File: src/hdl/drcm_pkg.sv
// ----------------------------------------------------------------------------
// drcm_pkg: shared types and constants for the delta-R cone child marker
// Child store sizing, angle widths, command codes and the ring cell record.
// ----------------------------------------------------------------------------
package drcm_pkg;

  // Store size and angle format
  localparam int MAX_CHILDREN = 64;
  localparam int PHI_BITS     = 11;
  localparam int ETA_W        = 12;
  localparam int PHI_IN_W     = 11;
  localparam int CONE_W       = 25;
  localparam int MASK_W       = 64;
  localparam int OUT_CNT_W    = 7;

  // Counter widths follow from the store size
  localparam int CNT_W  = $clog2(MAX_CHILDREN + 1);

  // Distance arithmetic widths
  localparam int AETA_W = ETA_W;
  localparam int ESQ_W  = 2 * AETA_W;
  localparam int PSQ_W  = 2 * PHI_BITS;
  localparam int DIST_W = ((ESQ_W > PSQ_W) ? ESQ_W : PSQ_W) + 1 > CONE_W ?
                          ((ESQ_W > PSQ_W) ? ESQ_W : PSQ_W) + 1 : CONE_W;

  localparam logic [PHI_BITS-1:0] PHI_HALF = PHI_BITS'(1) << (PHI_BITS - 1);

  // Cone register reset value
  localparam logic [CONE_W-1:0] CONE_RESET = CONE_W'(16900);

  // Command codes
  localparam logic [1:0] CMD_LOAD   = 2'd0;
  localparam logic [1:0] CMD_PARENT = 2'd1;
  localparam logic [1:0] CMD_EMIT   = 2'd2;

  // Controller states
  typedef enum logic {
    ST_IDLE,
    ST_SCAN
  } drcm_state_t;

  // One stored child as it moves around the ring
  typedef struct packed {
    logic signed [ETA_W-1:0] eta;
    logic [PHI_BITS-1:0]     phi;
    logic                    mark;
  } drcm_child_t;

  // Cell controls driven by the controller
  typedef struct packed {
    logic shift_en;
    logic clr_mark;
  } drcm_cell_ctl_t;

endpackage

File: src/hdl/delta_r_cone_child_marker_unit.sv
// ----------------------------------------------------------------------------
// delta_r_cone_child_marker_unit: delta-R cone child marker, top level
// Children sit in a ring of cells; a kept parent rotates the ring once past
// a single squared-distance compare at the ring head, marking matches.
//
//   channel  direction  handshake          payload
//   in_      input      in_valid/in_ready  command, eta, phi, parent_kept
//   out_     output     out_valid/out_ready child_keep_mask, child_count,
//                                          overflow
//   cfg_     input      cfg_valid/cfg_ready data (cone radius squared)
//
// Load, emit and unused commands do not turn the ring. A kept parent
// makes the ring one full turn, one child a cycle through the compare
// unit, before the next transaction is taken.
// Reset (rst_n low, synchronous) empties the store and the output register
// and sets the cone register to 16900. An emit waits while an earlier
// result is still held in the output register; other commands do not.
// ----------------------------------------------------------------------------
module delta_r_cone_child_marker_unit
  import drcm_pkg::*;
(
  input  logic                    clk,
  input  logic                    rst_n,
  // Input channel
  input  logic                    in_valid,
  output logic                    in_ready,
  input  logic [1:0]              in_command,
  input  logic signed [ETA_W-1:0] in_eta,
  input  logic [PHI_IN_W-1:0]     in_phi,
  input  logic                    in_parent_kept,
  // Result channel
  output logic                    out_valid,
  input  logic                    out_ready,
  output logic [MASK_W-1:0]       out_child_keep_mask,
  output logic [OUT_CNT_W-1:0]    out_child_count,
  output logic                    out_overflow,
  // Configuration channel
  input  logic                    cfg_valid,
  output logic                    cfg_ready,
  input  logic [CONE_W-1:0]       cfg_data
);

  drcm_state_t             state_r, state_nxt;
  logic [CNT_W-1:0]        step_r, step_nxt;
  logic [CNT_W-1:0]        count_r, count_nxt;
  logic                    flag_r, flag_nxt;
  logic [CONE_W-1:0]       cone_r;
  logic signed [ETA_W-1:0] par_eta_r;
  logic [PHI_BITS-1:0]     par_phi_r;
  logic                    out_valid_r, out_valid_nxt;
  logic [MASK_W-1:0]       out_mask_r;
  logic [OUT_CNT_W-1:0]    out_count_r;
  logic                    out_ovf_r;

  logic                    in_fire;
  logic                    emit_fire;
  logic                    start_scan;
  logic                    scan_last;
  logic                    hit;
  logic                    head_valid;
  logic [PHI_BITS-1:0]     in_phi_w;
  logic [MASK_W-1:0]       marks_w;
  drcm_cell_ctl_t          cell_ctl;
  drcm_child_t             cell_q [MAX_CHILDREN];
  drcm_child_t             wrap_w;

  assign in_phi_w   = PHI_BITS'(in_phi);
  assign in_fire    = in_valid && in_ready;
  assign emit_fire  = in_fire && (in_command == CMD_EMIT);
  assign start_scan = in_fire && (in_command == CMD_PARENT) && in_parent_kept;
  assign scan_last  = (step_r == CNT_W'(MAX_CHILDREN - 1));
  assign cfg_ready  = 1'b1;

  // Next state
  always_comb begin
    state_nxt = state_r;
    unique case (state_r)
      ST_IDLE: begin
        if (start_scan) begin
          state_nxt = ST_SCAN;
        end
      end
      ST_SCAN: begin
        if (scan_last) begin
          state_nxt = ST_IDLE;
        end
      end
      default: state_nxt = ST_IDLE;
    endcase
  end

  // State outputs
  always_comb begin
    in_ready          = 1'b0;
    cell_ctl.shift_en = 1'b0;
    cell_ctl.clr_mark = 1'b0;
    unique case (state_r)
      ST_IDLE: begin
        in_ready = !((in_command == CMD_EMIT) && out_valid_r && !out_ready);
        cell_ctl.clr_mark = emit_fire;
      end
      ST_SCAN: begin
        cell_ctl.shift_en = 1'b1;
      end
      default: begin
        in_ready = 1'b0;
      end
    endcase
  end

  // Step counter over one ring turn
  always_comb begin
    step_nxt = step_r;
    if (start_scan) begin
      step_nxt = '0;
    end else if (state_r == ST_SCAN) begin
      step_nxt = step_r + CNT_W'(1);
    end
  end

  // Child count and drop flag
  always_comb begin
    count_nxt = count_r;
    flag_nxt  = flag_r;
    if (in_fire) begin
      case (in_command)
        CMD_LOAD: begin
          if (count_r == CNT_W'(MAX_CHILDREN)) begin
            flag_nxt = 1'b1;
          end else begin
            count_nxt = count_r + CNT_W'(1);
          end
        end
        CMD_EMIT: begin
          count_nxt = '0;
          flag_nxt  = 1'b0;
        end
        default: begin
          count_nxt = count_r;
        end
      endcase
    end
  end

  // Output register valid
  always_comb begin
    out_valid_nxt = out_valid_r;
    if (out_valid_r && out_ready) begin
      out_valid_nxt = 1'b0;
    end
    if (emit_fire) begin
      out_valid_nxt = 1'b1;
    end
  end

  // Control registers
  always_ff @(posedge clk) begin
    if (!rst_n) begin
      state_r     <= ST_IDLE;
      step_r      <= '0;
      count_r     <= '0;
      flag_r      <= 1'b0;
      cone_r      <= CONE_RESET;
      out_valid_r <= 1'b0;
    end else begin
      state_r     <= state_nxt;
      step_r      <= step_nxt;
      count_r     <= count_nxt;
      flag_r      <= flag_nxt;
      out_valid_r <= out_valid_nxt;
      if (cfg_valid && cfg_ready) begin
        cone_r <= cfg_data;
      end
    end
  end

  // Capture parent angles and result payload
  always_ff @(posedge clk) begin
    if (start_scan) begin
      par_eta_r <= in_eta;
      par_phi_r <= in_phi_w;
    end
    if (emit_fire) begin
      out_mask_r  <= marks_w;
      out_count_r <= OUT_CNT_W'(count_r);
      out_ovf_r   <= flag_r;
    end
  end

  // Compare the child at the ring head
  drcm_dist u_dist (
    .par_eta (par_eta_r),
    .par_phi (par_phi_r),
    .chd_eta (cell_q[0].eta),
    .chd_phi (cell_q[0].phi),
    .cone    (cone_r),
    .hit     (hit)
  );

  // Only loaded entries may be marked; head holds entry step_r
  assign head_valid  = (step_r < count_r);
  assign wrap_w.eta  = cell_q[0].eta;
  assign wrap_w.phi  = cell_q[0].phi;
  assign wrap_w.mark = cell_q[0].mark | (head_valid & hit);

  // Ring of child cells
  for (genvar k = 0; k < MAX_CHILDREN; k++) begin : g_cell
    drcm_child_t shift_in_w;
    logic        load_en_w;

    if (k == MAX_CHILDREN - 1) begin : g_tail
      assign shift_in_w = wrap_w;
    end else begin : g_body
      assign shift_in_w = cell_q[k+1];
    end

    assign load_en_w = in_fire && (in_command == CMD_LOAD) &&
                       (count_r == CNT_W'(k));

    drcm_cell u_cell (
      .clk      (clk),
      .rst_n    (rst_n),
      .ctl      (cell_ctl),
      .load_en  (load_en_w),
      .load_eta (in_eta),
      .load_phi (in_phi_w),
      .shift_in (shift_in_w),
      .q        (cell_q[k])
    );
  end

  // Gather mark bits into the keep mask
  for (genvar m = 0; m < MASK_W; m++) begin : g_mask
    if (m < MAX_CHILDREN) begin : g_used
      assign marks_w[m] = cell_q[m].mark;
    end else begin : g_unused
      assign marks_w[m] = 1'b0;
    end
  end

  assign out_valid           = out_valid_r;
  assign out_child_keep_mask = out_mask_r;
  assign out_child_count     = out_count_r;
  assign out_overflow        = out_ovf_r;

endmodule

File: src/hdl/drcm_cell.sv
// ----------------------------------------------------------------------------
// drcm_cell: one child slot of the rotating ring
// Holds one child angle pair and its mark bit; loads, clears or takes the
// neighbor's contents on a ring shift.
// ----------------------------------------------------------------------------
module drcm_cell
  import drcm_pkg::*;
(
  input  logic                    clk,
  input  logic                    rst_n,
  input  drcm_cell_ctl_t          ctl,
  input  logic                    load_en,
  input  logic signed [ETA_W-1:0] load_eta,
  input  logic [PHI_BITS-1:0]     load_phi,
  input  drcm_child_t             shift_in,
  output drcm_child_t             q
);

  logic signed [ETA_W-1:0] eta_r, eta_nxt;
  logic [PHI_BITS-1:0]     phi_r, phi_nxt;
  logic                    mark_r, mark_nxt;

  // Select shift, load or clear
  always_comb begin
    eta_nxt  = eta_r;
    phi_nxt  = phi_r;
    mark_nxt = mark_r;
    if (ctl.shift_en) begin
      eta_nxt  = shift_in.eta;
      phi_nxt  = shift_in.phi;
      mark_nxt = shift_in.mark;
    end else begin
      if (load_en) begin
        eta_nxt = load_eta;
        phi_nxt = load_phi;
      end
      if (ctl.clr_mark) begin
        mark_nxt = 1'b0;
      end
    end
  end

  // Hold angle data, no reset needed
  always_ff @(posedge clk) begin
    eta_r <= eta_nxt;
    phi_r <= phi_nxt;
  end

  // Mark bit clears on reset
  always_ff @(posedge clk) begin
    if (!rst_n) begin
      mark_r <= 1'b0;
    end else begin
      mark_r <= mark_nxt;
    end
  end

  assign q.eta  = eta_r;
  assign q.phi  = phi_r;
  assign q.mark = mark_r;

endmodule

File: src/hdl/drcm_dist.sv
// ----------------------------------------------------------------------------
// drcm_dist: squared delta-R compare
// Computes delta-eta squared plus wrapped delta-phi squared for the child at
// the ring head and compares it strictly below the cone register.
// ----------------------------------------------------------------------------
module drcm_dist
  import drcm_pkg::*;
(
  input  logic signed [ETA_W-1:0] par_eta,
  input  logic [PHI_BITS-1:0]     par_phi,
  input  logic signed [ETA_W-1:0] chd_eta,
  input  logic [PHI_BITS-1:0]     chd_phi,
  input  logic [CONE_W-1:0]       cone,
  output logic                    hit
);

  logic signed [ETA_W:0] de;
  logic [AETA_W-1:0]     ae;
  logic [PHI_BITS-1:0]   dp_raw;
  logic [PHI_BITS-1:0]   dp;
  logic [ESQ_W-1:0]      esq;
  logic [PSQ_W-1:0]      psq;
  logic [DIST_W-1:0]     dist_sum;

  // Absolute eta difference
  always_comb begin
    de = (ETA_W+1)'(par_eta) - (ETA_W+1)'(chd_eta);
    ae = de[ETA_W] ? AETA_W'(-de) : AETA_W'(de);
  end

  // Wrap phi difference to the short way around
  always_comb begin
    dp_raw = par_phi - chd_phi;
    dp     = (dp_raw > PHI_HALF) ? (PHI_BITS'(0) - dp_raw) : dp_raw;
  end

  // Square, sum and compare
  always_comb begin
    esq      = ESQ_W'(ae) * ESQ_W'(ae);
    psq      = PSQ_W'(dp) * PSQ_W'(dp);
    dist_sum = DIST_W'(esq) + DIST_W'(psq);
    hit      = dist_sum < DIST_W'(cone);
  end

endmodule
File: config.mk
export PLATFORM = sky130hd
export DESIGN_NAME = delta_r_cone_child_marker_unit
export DESIGN_NICKNAME = d
export VERILOG_FILES = /design/src/hdl/drcm_pkg.sv /design/src/hdl/delta_r_cone_child_marker_unit.sv /design/src/hdl/drcm_cell.sv /design/src/hdl/drcm_dist.sv
export SDC_FILE = /design/constraint.sdc
export NUM_CORES = 2
export LEC_CHECK = 0
export BUFFER_PORTS_ARGS = -buffer_cell sky130_fd_sc_hd__buf_2
export CELL_PAD_IN_SITES_DETAIL_PLACEMENT = 1
export CELL_PAD_IN_SITES_GLOBAL_PLACEMENT = 1
export CORE_ASPECT_RATIO = 0.75
export CORE_MARGIN = 3
export CORE_UTILIZATION = 46
export CTS_CLUSTER_SIZE = 24
export DETAILED_ROUTE_END_ITERATION = 7
export GPL_ROUTABILITY_DRIVEN = 0
export PLACE_DENSITY = 0.82
export REMOVE_ABC_BUFFERS = 1
export SYNTH_ARGS = -nofsm -noshare
export SYNTH_HDL_FRONTEND = slang
export SYNTH_SLANG_ARGS = --single-unit
File: constraint.sdc
create_clock -name clk -period 9.03 [get_ports clk]
set_clock_uncertainty 0.05 [all_clocks]
set_input_delay 1.3545 -clock clk [delete_from_list [all_inputs] [get_ports clk]]
set_output_delay 1.3545 -clock clk [all_outputs]
set_load 0.03 [all_outputs]
==> Yosys cells after proc, flatten, opt, wreduce, memory -nomap -nowiden <==
Index checks and enable logic that the tools add are counted.
{ "word_totals": {"regBits": 1673, "inputBits": 56, "word_cells": 769} }
{ "op_classes": {"add_sub_neg": 7, "n_mul": 2, "n_lt_le_gt_ge": 3, "n_eq_ne": 69, "muxes": 335, "bitwise_logic": 4, "reduce_logical": 146} }
{ "ops": {"columns": ["cell", "n"], "rows": [
  ["$mux 12", 129],
  ["$mux 11", 129],
  ["$eq 7x6->1 const B", 33],
  ["$reduce_bool 2->1", 67],
  ["$eq 7x5->1 const B", 16],
  ["$mux 1", 73],
  ["$logic_and 1x1->1", 72],
  ["$eq 7x4->1 const B", 8],
  ["$eq 7x3->1 const B", 4],
  ["$add 24x22->25", 1],
  ["$lt 25x25->1", 1],
  ["$mul 12x12->24", 1],
  ["$mul 11x11->22", 1],
  ["$add 7x1->7 const B", 2],
  ["$eq 7x2->1 const B", 2],
  ["$pmux 7 s2", 1],
  ["$sub 12x12->13", 1],
  ["$neg 12->12", 1],
  ["$gt 11x11->1 const B", 1],
  ["$sub 1x11->11 const A", 1],
  ["$sub 11x11->11", 1],
  ["$eq 7x1->1 const B", 1],
  ["$eq 7x7->1 const B", 1],
  ["$logic_not 7->1", 1],
  ["other kinds (13)", 18]
]} }

==> Logic depth before layout (Yosys ltp) <==
{ "depth": {"word_depth": 10, "ltp_mapped": 43} }

==> Cells and area by module <==
Synthesis repeated with hierarchy kept, for this count alone.
{ "hier_totals": {"hier_cells": 5020, "area_unflattened_um2": 86862.1} }
{ "modules_own_cells": {"columns": ["module", "instances", "cells_per_inst", "area_each_um2"], "rows": [
  ["drcm_cell", 64, 54, 1121.1],
  ["drcm_dist", 1, 1162, 9868.2],
  ["delta_r_cone_child_marker_unit", 1, 402, 5245.0]
]} }

==> Least setup slack after synthesis <==
No wires, ideal clock.
{ "synth_path": {"path_type": "flip-flop to flip-flop", "startpoint": "register par_eta_r[0]", "endpoint": "register g_cell[63].u_cell.mark_r", "t_arrival_ns": 9.189, "slack_ns": -0.296, "stages_incl_launch_ff": 41, "synth_period_minus_slack_ns": 9.326, "cell_sequence": "edfxtp_1 > inv_1 > ha_1 > inv_1 > fa_1 > a21o_1 > and4_4 > nor3_1 > nor3_1 > o41a_2 > buf_4 > a21oi_1 > xor2_1 > buf_2 > nor2_1 > fa_1 > inv_1 > fa_1 > [5 not listed] > inv_1 > fa_1 > inv_1 > ha_1 > and4_1 > a21oi_1 > a21boi_0 > a211o_1 > a31oi_1 > xnor2_1 > ha_1 > a21o_1 > a21o_1 > a21oi_1 > nor2b_1 > o21ai_0 > a21oi_1 > o31ai_1"} }
{ "synth_between": {"elab_chain_cells": 9} }
{ "synth_lines": {"columns": ["item", "line_no", "text"], "rows": [
  ["start, declared", "delta_r_cone_child_marker_unit.sv:48", "logic signed [ETA_W-1:0] par_eta_r;"],
  ["start signal, assigned", "delta_r_cone_child_marker_unit.sv:180", "par_eta_r <= in_eta;"],
  ["$sub 12x12->13 *", "drcm_dist.sv:27", "de = (ETA_W+1)'(par_eta) - (ETA_W+1)'(chd_eta);"],
  ["$neg 12->12", "drcm_dist.sv:28", "ae = de[ETA_W] ? AETA_W'(-de) : AETA_W'(de);"],
  ["$mux 12 *", "drcm_dist.sv:28", null],
  ["$mul 12x12->24 *", "drcm_dist.sv:39", "esq = ESQ_W'(ae) * ESQ_W'(ae);"],
  ["$add 24x22->25 *", "drcm_dist.sv:41", "dist_sum = DIST_W'(esq) + DIST_W'(psq);"],
  ["$lt 25x25->1 *", "drcm_dist.sv:42", "hit = dist_sum < DIST_W'(cone);"],
  ["$and 1x1->1 *", "delta_r_cone_child_marker_unit.sv:204", "assign wrap_w.mark = cell_q[0].mark | (head_valid & hit);"],
  ["$or 1x1->1 *", "delta_r_cone_child_marker_unit.sv:204", null],
  ["$mux 1 *", "drcm_cell.sv:28", "if (ctl.shift_en) begin"],
  ["end signal, assigned", "drcm_cell.sv:54", "mark_r <= mark_nxt;"],
  ["end, declared", "drcm_cell.sv:21", "logic mark_r, mark_nxt;"]
]} }
Every way passes the cells marked *; elsewhere a longest branch is shown, timed or not.
A chain may end at the register's enable or synchronous reset.

==> Worst setup path in the final report <==
Ends and elaborated chain as after synthesis.

==> reports/results.tsv <==
metric	value	unit
slowest_stage	fa_1	
drt_wl_total	216.4	mm
yosys.area.top_type	edfxtp_1	
ff2ff_setup_slack	-0.89	ns
dieArea	166300	um2
hp-start	flag_r$_SDFFE_PN0P_	
worst_pin_slew	1.366	ns
yosysSeqAreaShare	66.24	%
clk_pin_slew	0.07	ns
grt_use_total	25.62	%
critPathCaptureType	flop	
cp-start-kind	flop	
drt-wirelength-per-cell	23.58	um
cts_hold_buffers	0	
violations	negative setup slack	
grt_max_degree	259	
first_iter_violations	5460	
timing.slew.headroom	8.950	%
required	9.67	ns
cp.arrival	10.56	ns
io_pins	131	
num_rows	127	
drc	0	
rsz0062_at_grt	true	
initial_core_util	46.40	%
netlist_area	74240	um2
ys_ff_latch	1673	
root_buffer	clkbuf_16	
ant_nets	0	
clock-sinks	1673	
ys_warn_count	0	
vias_per_cell	5.510	
avgSynthCellArea	11.18	um2
period_minus_slack	9.921	ns
drtPass1Iterations	5	
dominantRegCellSynth	edfxtp_1	
rr_startpoint	par_eta_r[0]$_DFFE_PP_	
cts_buffer_depth	3	
fin_nets	7331	
worst_path_most_repeated_cell	fa_1	
worst_r2r_endpoint	g_cell[63].u_cell.mark_r$_SDFFE_PN0P_	
status	complete, but fails checks	
hold_depth	0	
min_path_type	flop to flop	
hold_viol_final	0	
gr-total-overflow	0	
drive_gt1_share	12.77	%
cts_tree	done	
yosys.cell_types.count	79	
hpwlAfterDp	129.5	mm
grt_pass1_vias	54526	
worst-path-max-fanout	6	
htree_levels	4	
grt_pass1_wl	329.4	mm
synth-edff-count	1567	
die_x	469.9	um
clk_latency	0.82	ns
drv_slew	0	
drv_cap	0	
die_h	353.9	um
route.vias.total	50570	
synthTopCellsByArea	edfxtp_1 (63%), nand2_1 (16%), fa_1 (5.0%)	
numCtsBuffers	156	
async_reset_ff_share	0	%
whs_endpoint	out_overflow$_DFFE_PP_	
synth_top_area_share	63.38	%
reg2reg_depth	38	
syn_inst	6643	
tns	-0.8906	ns
slowest_delay	0.57	ns
core	160000	um2
fmax	100.8	MHz
crit_type	flop to flop	
period_share	109.9	%
syn2layout_area_growth	14.47	%
port_buffers	129	
worst_slack	-0.8906	ns
setup_viol	1	
antenna_found_initial	3	
registers in the layout, summed over array words and instances (netlist names):
signal and flops:
cone_r 25, count_r 7, flag_r 1, g_cell.u_cell.eta_r 768
g_cell.u_cell.mark_r 64, g_cell.u_cell.phi_r 704, out_child_count 7, out_child_keep_mask 64
out_overflow 1, out_valid 1, par_eta_r 12, par_phi_r 11
state_r 1, step_r 7
layout make-up:
cell class                      instances  area (um2)
Inverter                              331        1247
Sequential cell                      1673       49180
Timing Repair Buffer                  468        3286
Antenna cell                            1       2.502
Tap cell                             2128        2663
Clock inverter                         89       900.9
Multi-Input combinational cell       4286       23530
Clock buffer                          202        4170
Fill cell                           16530       75030
synthesized netlist by cell type (5+ instances only):
cell,count
ha_1,172
xor2_1,21
a21oi_1,36
xnor2_1,44
buf_1,8
and2_1,73
dfxtp_1,106
nand3_1,20
nand2b_1,26
clkbuf_1,351
o21ai_0,168
or4_1,6
nor2_1,143
nand2_1,3132
mux2i_1,25
nor2b_1,31
nand4_1,12
inv_1,324
a31oi_1,5
fa_1,187
or3_1,8
and3_1,5
o31ai_1,6
or2_2,16
edfxtp_1,1567
a211oi_1,5
o211ai_1,8
o21a_1,10
a21o_1,19
nor3_1,21
per-layer routing:
metal  global-route usage (%)  vias up  wire [um]
li1                         -    22279          -
met1                    34.34    25855      88420
met2                    43.17     2013     107300
met5                        0        -          7
met3                    3.664      421      14310
met4                    8.411        2       6399
cells in the final DEF, fill, tap and decap left out, drive strengths merged, types with 10 or more instances in the layout:
cell / n
nor3: 21
buf: 468
fa: 187
nor2b: 31
o21ai: 169
clkinv: 71
bufinv: 11
ha: 172
a21o: 19
a21oi: 36
nand2b: 26
nand2: 3132
edfxtp: 1567
nand3: 21
xnor2: 45
o21a: 10
and2: 73
nand4: 13
nor2: 143
clkbuf: 202
xor2: 21
conb: 12
mux2i: 26
or2: 16
dfxtp: 106
inv: 333
how the worst max path moves through the flow:
stage	start	endpoint	slack, ns	cells after the start
floorplan	state_r$_SDFF_PN0_	g_cell[23].u_cell.eta_r[0]$_DFFE_PP_	-30.49	2
global placement	par_eta_r[0]$_DFFE_PP_	g_cell[63].u_cell.mark_r$_SDFFE_PN0P_	-0.83	38
detailed placement	par_eta_r[0]$_DFFE_PP_	g_cell[63].u_cell.mark_r$_SDFFE_PN0P_	-1.25	37
CTS	par_phi_r[0]$_DFFE_PP_	g_cell[63].u_cell.mark_r$_SDFFE_PN0P_	-0.74	36
global route	par_phi_r[0]$_DFFE_PP_	g_cell[63].u_cell.mark_r$_SDFFE_PN0P_	-1.14	44
finish	par_eta_r[0]$_DFFE_PP_	g_cell[63].u_cell.mark_r$_SDFFE_PN0P_	-0.89	38
critical path: cells and delay by family, from the launching register on:
kind	cells	cell delay [ns]
XOR/XNOR	2	0.44
AO/OA/AOI/OAI	14	2.82
flip-flops	1	0.37
buffers and inverters	5	0.49
adder cells (fa/ha/maj)	11	4.65
AND/OR/NAND/NOR	6	0.99
stage by stage:
stage	hold slack, ns	utilization [%]	cell area (um2)	instances	setup WS [ns]
global placement	0.3758	49.34	78950	8851	-0.8291
detailed placement	0.3781	49.36	78980	8852	-1.254
CTS	0.3948	52.86	84580	9165	-0.7431
finish	0.3913	53.11	84980	9178	-0.8906
floorplan	0.3590	-	72890	6289	-30.49
global route	0.4076	53.11	84980	9178	-1.136
logic make-up after synthesis:
| family | after synthesis | synth area share, % |
|---|---|---|
| mux | 26 | 0.3556 |
| xor+xnor | 66 | 0.7887 |
| fa+ha+maj | 359 | 7.941 |
| compound gates | 303 | 2.481 |
| simple gates | 3519 | 18.64 |
| buf+inv | 695 | 3.541 |
| flops | 1673 | 66.24 |
| other cells | 2 | 0.01012 |
repair_timing:
action,CTS,global route
gates cloned,1,0
setup endpoints to repair,1,1
pin swaps,55,43
resized for setup,76,47
setup buffers,21,8
Power is left out: the tool's default activity adds up to more than one toggle a clock period on the data nets, which glitch-free logic cannot reach.
